--- src/hdl/sha1md_pkg.sv ---
// ============================================================================
// sha1md_pkg
// Shared types, constants and helper function of the SHA-1 digest block.
// ============================================================================
`default_nettype none

package sha1md_pkg;

    // initial chain value
    localparam logic [31:0] IV0 = 32'h67452301;
    localparam logic [31:0] IV1 = 32'hefcdab89;
    localparam logic [31:0] IV2 = 32'h98badcfe;
    localparam logic [31:0] IV3 = 32'h10325476;
    localparam logic [31:0] IV4 = 32'hc3d2e1f0;

    // round constants
    localparam logic [31:0] K0 = 32'h5a827999;
    localparam logic [31:0] K1 = 32'h6ed9eba1;
    localparam logic [31:0] K2 = 32'h8f1bbcdc;
    localparam logic [31:0] K3 = 32'hca62c1d6;

    // padding marker byte placed in the top lane of a word
    localparam logic [7:0]  PAD_BYTE = 8'h80;
    localparam logic [31:0] PAD_WORD = {PAD_BYTE, 24'h000000};

    localparam int unsigned ROUNDS     = 80;
    localparam int unsigned ROUND_W    = 7;
    localparam int unsigned BLOCK_WORDS = 16;
    localparam int unsigned COUNT_W    = 4;

    // the five working or chain words
    typedef struct packed {
        logic [31:0] a;
        logic [31:0] b;
        logic [31:0] c;
        logic [31:0] d;
        logic [31:0] e;
    } sha1md_vars_t;

    localparam sha1md_vars_t CHAIN_IV = '{a: IV0, b: IV1, c: IV2, d: IV3, e: IV4};

    // input request payload
    typedef struct packed {
        logic [31:0] message_word;
        logic [2:0]  valid_bytes;
        logic        final_word;
    } sha1md_in_t;

    // output request payload
    typedef struct packed {
        logic [31:0] digest_word;
        logic [2:0]  digest_index;
        logic        digest_done;
    } sha1md_out_t;

    // commands from the padding sequencer to the compression core
    typedef struct packed {
        logic push;
        logic init;
    } sha1md_ctrl_t;

    // core status seen by the padding sequencer
    typedef struct packed {
        logic               ready;
        logic [COUNT_W-1:0] word_count;
    } sha1md_status_t;

    // round constant by round number
    function automatic logic [31:0] round_k(input logic [ROUND_W-1:0] round);
        logic [31:0] k;
        if (round < ROUND_W'(20))
            k = K0;
        else if (round < ROUND_W'(40))
            k = K1;
        else if (round < ROUND_W'(60))
            k = K2;
        else
            k = K3;
        return k;
    endfunction

endpackage

`default_nettype wire

--- src/hdl/sha1md_round.sv ---
// ============================================================================
// sha1md_round
// One SHA-1 compression round: boolean function, five-way add and rotate.
// ============================================================================
`default_nettype none

module sha1md_round (
    input  wire logic [sha1md_pkg::ROUND_W-1:0] round,
    input  wire sha1md_pkg::sha1md_vars_t       vars,
    input  wire logic [31:0]                    w,
    output sha1md_pkg::sha1md_vars_t            vars_next
);

    logic [31:0] f;
    logic [31:0] temp;

    // round function by round range
    always_comb
    begin
        if (round < sha1md_pkg::ROUND_W'(20))
            f = (vars.b & vars.c) | (~vars.b & vars.d);
        else if (round < sha1md_pkg::ROUND_W'(40))
            f = vars.b ^ vars.c ^ vars.d;
        else if (round < sha1md_pkg::ROUND_W'(60))
            f = (vars.b & vars.c) | (vars.b & vars.d) | (vars.c & vars.d);
        else
            f = vars.b ^ vars.c ^ vars.d;
    end

    // rotl5(a) + f + e + w + k
    assign temp = {vars.a[26:0], vars.a[31:27]} + f + vars.e + w
                  + sha1md_pkg::round_k(round);

    // shift the working words down by one
    assign vars_next.a = temp;
    assign vars_next.b = vars.a;
    assign vars_next.c = {vars.b[1:0], vars.b[31:2]};
    assign vars_next.d = vars.c;
    assign vars_next.e = vars.d;

endmodule

`default_nettype wire

--- src/hdl/sha1md_core.sv ---
// ============================================================================
// sha1md_core
// Block buffer, message schedule and 80-round iterative compression.
// ============================================================================
`default_nettype none

module sha1md_core (
    input  wire logic                      clk,
    input  wire logic                      rst_n,
    input  wire sha1md_pkg::sha1md_ctrl_t  ctrl,
    input  wire logic [31:0]               push_word,
    output sha1md_pkg::sha1md_status_t     status,
    output sha1md_pkg::sha1md_vars_t       chain
);

    localparam logic [1:0] ST_LOAD   = 2'd0;
    localparam logic [1:0] ST_ROUND  = 2'd1;
    localparam logic [1:0] ST_FINISH = 2'd2;

    localparam logic [sha1md_pkg::ROUND_W-1:0] LAST_ROUND =
        sha1md_pkg::ROUND_W'(sha1md_pkg::ROUNDS - 1);
    localparam logic [sha1md_pkg::COUNT_W-1:0] LAST_WORD =
        sha1md_pkg::COUNT_W'(sha1md_pkg::BLOCK_WORDS - 1);

    logic [1:0]                         state_reg;
    logic [1:0]                         state_next;
    logic [sha1md_pkg::ROUND_W-1:0]     round_reg;
    logic [sha1md_pkg::ROUND_W-1:0]     round_next;
    logic [sha1md_pkg::COUNT_W-1:0]     count_reg;
    logic [sha1md_pkg::COUNT_W-1:0]     count_next;
    sha1md_pkg::sha1md_vars_t           chain_reg;
    sha1md_pkg::sha1md_vars_t           chain_next;
    sha1md_pkg::sha1md_vars_t           work_reg;
    sha1md_pkg::sha1md_vars_t           work_next;
    sha1md_pkg::sha1md_vars_t           round_vars;
    logic [31:0]                        window_reg [sha1md_pkg::BLOCK_WORDS];
    logic [31:0]                        sched_mix;
    logic [31:0]                        sched_new;
    logic                               load_push;

    assign load_push = (state_reg == ST_LOAD) && ctrl.push;

    // next schedule word from the fixed taps of the window
    assign sched_mix = window_reg[13] ^ window_reg[8] ^ window_reg[2] ^ window_reg[0];
    assign sched_new = {sched_mix[30:0], sched_mix[31]};

    // shared round unit, oldest window word is the round's w
    sha1md_round u_round (
        .round     (round_reg),
        .vars      (work_reg),
        .w         (window_reg[0]),
        .vars_next (round_vars)
    );

    // sequencer: load sixteen words, run eighty rounds, fold into chain
    always_comb
    begin
        state_next = state_reg;
        round_next = round_reg;
        count_next = count_reg;
        chain_next = chain_reg;
        work_next  = work_reg;
        unique case (state_reg)
            ST_LOAD:
            begin
                if (ctrl.init)
                    chain_next = sha1md_pkg::CHAIN_IV;
                if (ctrl.push)
                begin
                    count_next = count_reg + sha1md_pkg::COUNT_W'(1);
                    if (count_reg == LAST_WORD)
                    begin
                        work_next  = chain_reg;
                        round_next = '0;
                        state_next = ST_ROUND;
                    end
                end
            end
            ST_ROUND:
            begin
                work_next  = round_vars;
                round_next = round_reg + sha1md_pkg::ROUND_W'(1);
                if (round_reg == LAST_ROUND)
                    state_next = ST_FINISH;
            end
            ST_FINISH:
            begin
                chain_next.a = chain_reg.a + work_reg.a;
                chain_next.b = chain_reg.b + work_reg.b;
                chain_next.c = chain_reg.c + work_reg.c;
                chain_next.d = chain_reg.d + work_reg.d;
                chain_next.e = chain_reg.e + work_reg.e;
                state_next   = ST_LOAD;
            end
            default:
            begin
                state_next = ST_LOAD;
            end
        endcase
    end

    // control and state registers
    always_ff @(posedge clk or negedge rst_n)
    begin
        if (!rst_n)
        begin
            state_reg <= ST_LOAD;
            round_reg <= '0;
            count_reg <= '0;
            chain_reg <= sha1md_pkg::CHAIN_IV;
            work_reg  <= '0;
        end
        else
        begin
            state_reg <= state_next;
            round_reg <= round_next;
            count_reg <= count_next;
            chain_reg <= chain_next;
            work_reg  <= work_next;
        end
    end

    // schedule window: shift line fed by pushes or by the schedule
    always_ff @(posedge clk)
    begin
        if (load_push || (state_reg == ST_ROUND))
        begin
            for (int i = 0; i < sha1md_pkg::BLOCK_WORDS - 1; i++)
            begin
                window_reg[i] <= window_reg[i+1];
            end
            window_reg[sha1md_pkg::BLOCK_WORDS-1] <= load_push ? push_word : sched_new;
        end
    end

    assign status.ready      = (state_reg == ST_LOAD);
    assign status.word_count = count_reg;
    assign chain             = chain_reg;

endmodule

`default_nettype wire

--- src/hdl/sha1_message_digest.sv ---
// ============================================================================
// sha1_message_digest
// SHA-1 hash over a stream of big-endian 32-bit message words.
// ============================================================================
// Each request carries one message word, first byte in bits 31..24; the
// word flagged final_word gives its count of valid bytes (0 to 4, larger
// counts act as 4) and starts padding, after which the five digest words
// H0..H4 come out as five output requests, then the block is ready for a
// new message. Each word goes into the core's block buffer; the sixteenth
// word of a block starts a compression (80 rounds through one shared round
// unit plus one chain update), during which no new word is taken. On the
// final word the sequencer pushes the pad and length words one per cycle
// while the core is ready, with one or two compressions, before the digest
// is offered one word per cycle while digest_ready is high.
// ============================================================================
`default_nettype none

module sha1_message_digest (
    input  wire logic                    clk,
    input  wire logic                    rst_n,
    input  wire logic                    message_valid,
    output logic                         message_ready,
    input  wire sha1md_pkg::sha1md_in_t  message,
    output logic                         digest_valid,
    input  wire logic                    digest_ready,
    output sha1md_pkg::sha1md_out_t      digest
);

    localparam logic [2:0] ST_IDLE   = 3'd0;
    localparam logic [2:0] ST_PAD    = 3'd1;
    localparam logic [2:0] ST_ZERO   = 3'd2;
    localparam logic [2:0] ST_LEN_LO = 3'd3;
    localparam logic [2:0] ST_WAIT   = 3'd4;
    localparam logic [2:0] ST_OUT    = 3'd5;

    localparam logic [2:0] LAST_INDEX = 3'd4;
    localparam logic [sha1md_pkg::COUNT_W-1:0] LEN_HI_SLOT =
        sha1md_pkg::COUNT_W'(sha1md_pkg::BLOCK_WORDS - 2);

    logic [2:0]                  state_reg;
    logic [2:0]                  state_next;
    logic [2:0]                  index_reg;
    logic [2:0]                  index_next;
    logic [63:0]                 bitlen_reg;
    logic [63:0]                 bitlen_next;
    sha1md_pkg::sha1md_ctrl_t    core_ctrl;
    sha1md_pkg::sha1md_status_t  core_status;
    sha1md_pkg::sha1md_vars_t    chain;
    logic [31:0]                 push_word;
    logic [2:0]                  nbytes;
    logic [31:0]                 keep_mask;
    logic [31:0]                 pad_bits;
    logic [31:0]                 out_word;
    logic                        in_take;
    logic                        out_take;

    sha1md_core u_core (
        .clk       (clk),
        .rst_n     (rst_n),
        .ctrl      (core_ctrl),
        .push_word (push_word),
        .status    (core_status),
        .chain     (chain)
    );

    assign message_ready = (state_reg == ST_IDLE) && core_status.ready;
    assign in_take       = message_valid && message_ready;
    assign digest_valid  = (state_reg == ST_OUT);
    assign out_take      = digest_valid && digest_ready;

    // clamp the byte count of the final word
    assign nbytes = (message.valid_bytes > 3'd4) ? 3'd4 : message.valid_bytes;

    // byte mask and pad marker position for a partial final word
    always_comb
    begin
        case (nbytes)
            3'd0:
            begin
                keep_mask = 32'h00000000;
                pad_bits  = {sha1md_pkg::PAD_BYTE, 24'h000000};
            end
            3'd1:
            begin
                keep_mask = 32'hff000000;
                pad_bits  = {8'h00, sha1md_pkg::PAD_BYTE, 16'h0000};
            end
            3'd2:
            begin
                keep_mask = 32'hffff0000;
                pad_bits  = {16'h0000, sha1md_pkg::PAD_BYTE, 8'h00};
            end
            3'd3:
            begin
                keep_mask = 32'hffffff00;
                pad_bits  = {24'h000000, sha1md_pkg::PAD_BYTE};
            end
            default:
            begin
                keep_mask = 32'hffffffff;
                pad_bits  = 32'h00000000;
            end
        endcase
    end

    // padding sequencer and digest read-out
    always_comb
    begin
        state_next     = state_reg;
        index_next     = index_reg;
        bitlen_next    = bitlen_reg;
        core_ctrl.push = 1'b0;
        core_ctrl.init = 1'b0;
        push_word      = '0;
        unique case (state_reg)
            ST_IDLE:
            begin
                if (in_take)
                begin
                    core_ctrl.push = 1'b1;
                    if (!message.final_word)
                    begin
                        push_word   = message.message_word;
                        bitlen_next = bitlen_reg + 64'd32;
                    end
                    else
                    begin
                        bitlen_next = bitlen_reg + {58'd0, nbytes, 3'b000};
                        if (nbytes == 3'd4)
                        begin
                            push_word  = message.message_word;
                            state_next = ST_PAD;
                        end
                        else
                        begin
                            push_word  = (message.message_word & keep_mask) | pad_bits;
                            state_next = ST_ZERO;
                        end
                    end
                end
            end
            ST_PAD:
            begin
                if (core_status.ready)
                begin
                    core_ctrl.push = 1'b1;
                    push_word      = sha1md_pkg::PAD_WORD;
                    state_next     = ST_ZERO;
                end
            end
            ST_ZERO:
            begin
                if (core_status.ready)
                begin
                    core_ctrl.push = 1'b1;
                    if (core_status.word_count == LEN_HI_SLOT)
                    begin
                        push_word  = bitlen_reg[63:32];
                        state_next = ST_LEN_LO;
                    end
                end
            end
            ST_LEN_LO:
            begin
                if (core_status.ready)
                begin
                    core_ctrl.push = 1'b1;
                    push_word      = bitlen_reg[31:0];
                    state_next     = ST_WAIT;
                end
            end
            ST_WAIT:
            begin
                if (core_status.ready)
                begin
                    index_next = '0;
                    state_next = ST_OUT;
                end
            end
            ST_OUT:
            begin
                if (out_take)
                begin
                    if (index_reg == LAST_INDEX)
                    begin
                        core_ctrl.init = 1'b1;
                        bitlen_next    = '0;
                        state_next     = ST_IDLE;
                    end
                    else
                    begin
                        index_next = index_reg + 3'd1;
                    end
                end
            end
            default:
            begin
                state_next = ST_IDLE;
            end
        endcase
    end

    // sequencer registers
    always_ff @(posedge clk or negedge rst_n)
    begin
        if (!rst_n)
        begin
            state_reg  <= ST_IDLE;
            index_reg  <= '0;
            bitlen_reg <= '0;
        end
        else
        begin
            state_reg  <= state_next;
            index_reg  <= index_next;
            bitlen_reg <= bitlen_next;
        end
    end

    // digest word select
    always_comb
    begin
        case (index_reg)
            3'd0:    out_word = chain.a;
            3'd1:    out_word = chain.b;
            3'd2:    out_word = chain.c;
            3'd3:    out_word = chain.d;
            default: out_word = chain.e;
        endcase
    end

    assign digest.digest_word  = out_word;
    assign digest.digest_index = index_reg;
    assign digest.digest_done  = (index_reg == LAST_INDEX);

endmodule

`default_nettype wire

--- config.mk ---
export PLATFORM = sky130hd
export DESIGN_NAME = sha1_message_digest
export DESIGN_NICKNAME = d
export VERILOG_FILES = /design/src/hdl/sha1md_pkg.sv /design/src/hdl/sha1md_round.sv /design/src/hdl/sha1md_core.sv /design/src/hdl/sha1_message_digest.sv
export SDC_FILE = /design/constraint.sdc
export NUM_CORES = 2
export LEC_CHECK = 0
export ABC_AREA = 1
export BUFFER_PORTS_ARGS = -buffer_cell sky130_fd_sc_hd__buf_2
export CAP_MARGIN = 20
export CORE_MARGIN = 10
export CORE_UTILIZATION = 45
export DETAILED_ROUTE_END_ITERATION = 10
export HOLD_SLACK_MARGIN = 0.06
export PLACE_DENSITY = 0.57
export SYNTH_ARGS = -nofsm -noshare
export SYNTH_HDL_FRONTEND = slang
export SYNTH_SLANG_ARGS = --single-unit
--- constraint.sdc ---
create_clock -name clk -period 19.51 [get_ports clk]
set_input_delay 1.951 -clock clk [delete_from_list [all_inputs] [get_ports clk]]
set_output_delay 1.951 -clock clk [all_outputs]
set_load 0.02 [all_outputs]
---- Yosys cells after proc, flatten, opt, wreduce, memory -nomap -nowiden ----
Memory sizes are Yosys's and may differ from the RTL's.
Cells that the tools add are included.
word-level totals
  bits in read-only memories .............. 0
  bits of input ports ..................... 40
  memory bits (writable) .................. 512
  output and inout port bits .............. 38
  memories ................................ 1
  latch bits .............................. 0
  flip-flop bits (word level) ............. 403
  logic and storage cells ................. 162
memory list
  memory             depth  bits a word  rd ports  clocked after memory_dff  wr ports  line               text
  u_core.window_reg  16     32           16        0                         16        sha1md_core.sv:36  logic [31:0] window_reg [sha1md_pkg::BLOCK_WORDS];
operators by class
  reductions and logical operators ........ 21
  muxes and demuxes ....................... 59
  order comparisons ....................... 4
  $add $sub $neg .......................... 14
  multiply operators ...................... 0
  shift-type cells ........................ 0
  equal/unequal tests ..................... 32
  bitwise operators ....................... 15
  divide/modulo/power cells ............... 0
operator list
  cell                   count
  $pmux 160 s2           2
  $pmux 32 s4            4
  $mux 160               3
  $mux 32                13
  $add 32x32->32         9
  $mux 64                4
  $and 32x32->32         5
  $xor 32x32->32         5
  $or 32x32->32          4
  $pmux 64 s2            1
  $add 64x6->64          1
  $add 64x6->64 const B  1
  $mux 3                 13
  $not 32->32            1
  $mux 31                1
  $eq 3x2->1 const B     6
  $ne 2x2->1 const B     9
  $pmux 3 s6             1
  $lt 7x6->1 const B     2
  $mux 7                 2
  $pmux 7 s2             1
  $eq 3x3->1 const B     4
  $ne 2x1->1 const B     5
  $eq 3x1->1 const B     3
  24 further kinds       45

---- Depth between registers and ports, before layout ----
  word-level depth ........................ 11
  gate-level depth with buffers ........... 33
  depth with buffers taken out ............ 32

---- Cells and area by module ----
From an unflattened synthesis, not the netlist that was laid out.
second synthesis, totals
  cells, all modules ...................... 6,788
  area total of the unflattened synthesis .. 55,695.9 µm²
by module, submodules not included
  module               cells each  sequential area each (µm²)  area an instance (µm²)  times used
  sha1md_core          4,619       23,807.8                    41,785.1                1
  sha1md_round         1,059       0.0                         7,350.8                 1
  sha1_message_digest  1,110       1,676.6                     6,560.0                 1

---- Worst setup path before layout ----
No wires, ideal clock.
  path type ............................... in2reg
  start ................................... input message_valid
  end ..................................... register u_core.work_reg[20] (netlist bit)
  data required time ...................... 19.380 ns
  setup time .............................. 0.130 ns
  path buffers ............................ 3
  slack ................................... 9.913 ns
  arrival ................................. 9.467 ns
  stages .................................. 10
  path through ............................ nand2_2 o21ai_2 inv_2 nand2_2 nand2_1 inv_2 buf_4 buf_2 buf_2 a31oi_1
between the ends
  cells in the longest elaborated chain, start to end .. 5
ends and longest elaborated chain
  what                               line                        text
  start: declaration                 sha1_message_digest.sv:21   input wire logic message_valid,
  $logic_and 1x1->1                  sha1_message_digest.sv:67   assign in_take = message_valid && message_ready;
  $mux 1                             sha1_message_digest.sv:118  if (in_take)
  $pmux 1 s2                         sha1_message_digest.sv:115  unique case (state_reg)
  $ne 2x1->1 (no source line)        --
  $reduce_and 3->1 (no source line)  --
  end signal: assignment             sha1md_core.sv:119          work_reg <= work_next;
  end: declaration                   sha1md_core.sv:33           sha1md_pkg::sha1md_vars_t work_reg;
Every way passes these cells.
A chain may end at the register's enable or synchronous reset.

---- Worst setup path after layout ----
  start ................................... register u_core.round_reg[5] (netlist bit)
  end ..................................... register u_core.work_reg[152] (netlist bit)
between the ends
  cells in the longest elaborated chain, start to end .. 9
  elaborated cells between the ends (all ways) .. 14
  classes of those cells .................. add/sub (4); order compare (3); mux (7)
ends and longest elaborated chain
  what                          line                                  text
  start: declaration            sha1md_core.sv:27                     logic [sha1md_pkg::ROUND_W-1:0] round_reg;
  start signal: assignment      sha1md_core.sv:116                    round_reg <= round_next;
  $lt 7x6->1                    sha1md_pkg.sv:75, sha1md_round.sv:24
  $mux 32                       sha1md_round.sv:24                    else if (round < sha1md_pkg::ROUND_W'(60))
  $mux 32                       sha1md_round.sv:22                    else if (round < sha1md_pkg::ROUND_W'(40))
  $mux 32                       sha1md_round.sv:20                    if (round < sha1md_pkg::ROUND_W'(20))
  $add 32x32->32 (3 in series)  sha1md_round.sv:31                    assign temp = {vars.a[26:0], vars.a[31:27]} + f + vars.e + w
  $add 32x32->32 (*)            sha1md_round.sv:32                    + sha1md_pkg::round_k(round);
  $pmux 160 s2 (*)              sha1md_core.sv:63                     unique case (state_reg)
Mark *: on every way between the ends. The rest lies on a longest branch, timed or not.

==> metrics.csv <==
metric;value;unit
status;completed;
setup tns final;0;ns
largest net degree at the start of global routing;179;
Detailed Route WL;189;mm
Area contributors post-synth;edfxtp_1 (29%), dfrtp_1 (15%), nand2_1 (10%);
Fin. Hold Viols;0;
worst min-delay path category;reg -> reg;
Crit Path Category;reg -> reg;
I/O pin total;78;
Starting DRT DRC Count;4295;
Congestion Overflow GR;0;
Worst Clk Skew;0.0281;ns
CTS Buffer Depth;3;
PortBufs;77;
Post-CTS Hold Buffers;0;
post-CTS sizing;0;
worst-path maximum fanout;30;
Post-Syn Instances;5946;
RSZ-0062 raised after global routing;no;
ANT cells;0;
crit-path max cell delay;0.62;ns
minimum clock period;5.81;ns
Netlist cell types;61;
Max-slew headroom;0.223;
Worst-Skew Late Latency;0.71;ns
Die Y-Extent;361;um
layout cell share with drive strength beyond 1;0.0720;
CTS tree;done;
Setup crit start kind;flip-flop;
initial antenna violation count;3;
CORE AREA;116000;um^2
antenna viol nets, final;0;
Fillers;11100;
buffer count from post-CTS setup fixing;0;
Critical Path AT;6.39;ns
Inserted Clock Buffers;101;
Yosys warnings;0;
crit-path cells;nor2_1 -> nand3_1 -> inv_2 -> buf_4 -> nor2_1 -> inv_1 -> fa_1 -> fa_1 -> inv_1 -> fa_1 -> inv_1 -> ha_1 -> a21oi_1 -> nor2_1 -> nor2_1 -> nor2_1 -> nor2_1 -> nand3_1 -> nand2_1 -> nand2_1 -> o21ai_1 -> nand2_1;
largest area contributor in the synthesized netlist;edfxtp_1;
final setup vio count;0;
Final #Nets;6418;
area grow syn2layout;10.7;%
Netlist Area Pre-Place;52400;um^2
EDFF count, synth;512;
wire per inst;24.8;um
syn avg cell area;8.82;um^2
share of flip-flops with an asynchronous set or reset;0.439;
# DRC;0;
Slew @ Worst Pin;1.17;ns
GP Congestion;0.978;
vias in the first global route;41400;
sequential share of the synthesized area;0.486;
via count;42800;
Initial Utilization;0.452;
syn nets;6338;
CP required;20.10;ns
max reg flops;512;
slowest CP cell;nor2_1;
Max Cap Viol;0;
dpl hpwl;146;mm
clock slew at reported path FFs;0.06;ns
top cell type's share of synthesized area;0.293;
die span in x;361;um
DR pass1 iterations;6;
Worst Setup End Kind;flip-flop;
#FFs+latches synth;912;
CP dominant cell by count;nor2_1;
Final Max Tran Viols;0;
first-pass GRT wire length;277;mm
Root Driver;clkbuf_16;
number of cell rows;125;
H-tree depth;3;
CTS sink count;912;
FMAX;172;MHz
Main synth FF type;edfxtp_1;
Die ar.;131000;um^2
vias per inst;5.60;
All-Layer GR Usage;0.284;
Final period util;0.298;
-- layer usage --
layer	GRT usage	vias up	share of wire
met5	0	-	0.000069
met4	0.158	2	0.064
met3	0.0335	366	0.058
met2	0.458	1545	0.46
met1	0.372	20800	0.42
li1	-	20100	-
-- worst max-delay path: cells and delay by family, from the launching register on --
family	cells	cell delay [ns]
buffers and inverters	5	0.78
DFF	1	0.48
and+or+nand+nor	11	1.97
adders and majority gates	4	1.98
AOI/OAI and AO/OA	2	0.44
-- final timing paths --
path | start | endpoint | slack (ns) | depth (start not counted)
setup / recovery | u_core.round_reg[5] | u_core.work_reg[152] | 13.70 | 22
hold / removal | u_core.window_reg[1][48] | u_core.window_reg[1][16] | 0.40 | 0
setup reg to reg | u_core.round_reg[5] | u_core.work_reg[152] | 13.70 | 22
hold reg to reg | u_core.window_reg[1][48] | u_core.window_reg[1][16] | 0.40 | 0
max in group asynchronous | rst_n | u_core.chain[28] | 16.11 | 3
min in group asynchronous | rst_n | u_core.work_reg[66] | 1.28 | 1
-- cells in the mapped netlist, types with 15 or more instances --
cell      count
nand2_1    1416
inv_1       783
nor2_1      549
edfxtp_1    512
a21oi_1     348
dfrtp_1     320
nand3_1     313
o21ai_0     253
ha_1        231
fa_1        121
a31oi_1     105
clkbuf_1    100
xnor2_1      94
dfstp_2      80
xor2_1       74
o22ai_1      73
nand4_1      67
o21ai_1      66
nor3_1       64
o211ai_1     62
a221oi_1     41
or2_2        34
o21bai_1     24
buf_2        23
nor4_1       18
a21o_1       17
inv_2        17
o21a_1       16
nand3b_1     15
-- per-stage QoR --
| step | cells | util | area, um^2 | worst slack [ns] | hold slack (ns) |
|---|---|---|---|---|---|
| after floorplan | 5946 | - | 52400 | 9.91 | 0.400 |
| after global placement | 7445 | 0.470 | 54500 | 13.75 | 0.400 |
| after detailed placement | 7446 | 0.470 | 54500 | 13.69 | 0.405 |
| after CTS | 7637 | 0.500 | 58000 | 13.77 | 0.399 |
| final | 7638 | 0.501 | 58000 | 13.70 | 0.401 |
| after global routing | 7638 | 0.501 | 58000 | 13.35 | 0.409 |
-- cells in the final DEF, fill, tap and decap left out, drive strengths merged, types with 62 or more instances in the layout --
cell type,synthesis,final
a21oi,348,348
a31oi,105,105
buf,47,124
clkbuf,100,131
dfrtp,320,320
dfstp,80,80
edfxtp,512,512
fa,121,121
ha,231,231
inv,800,803
nand2,1421,1421
nand3,314,314
nand4,67,67
nor2,560,560
nor3,66,66
o211ai,62,62
o21ai,320,320
o22ai,73,73
xnor2,94,94
xor2,74,74
-- layout make-up --
cell class	count	area (um^2)	share of cell area
Clock buffer	131	2710	0.0467
Clock inverter	60	764	0.0132
Inverter	802	3020	0.0521
Multi-Input combinational cell	4085	23400	0.403
Sequential cell	912	25500	0.439
Tap cell	1524	1910	0.0329
Timing Repair Buffer	124	778	0.0134
-- cell families after synthesis --
| group | count (synthesis) | share of synthesized area |
|---|---|---|
| XOR/XNOR | 168 | 0.0281 |
| AND/OR/NAND/NOR | 2514 | 0.199 |
| buffers and inverters | 949 | 0.0698 |
| adder cells (fa/ha/maj) | 352 | 0.101 |
| multiplexers | 2 | 0.000382 |
| AO/OA/AOI/OAI | 1049 | 0.116 |
| flip-flops | 912 | 0.486 |
Power is not shown: default switching activity piles up to over one toggle a cycle in this logic, so the estimate is an artifact.
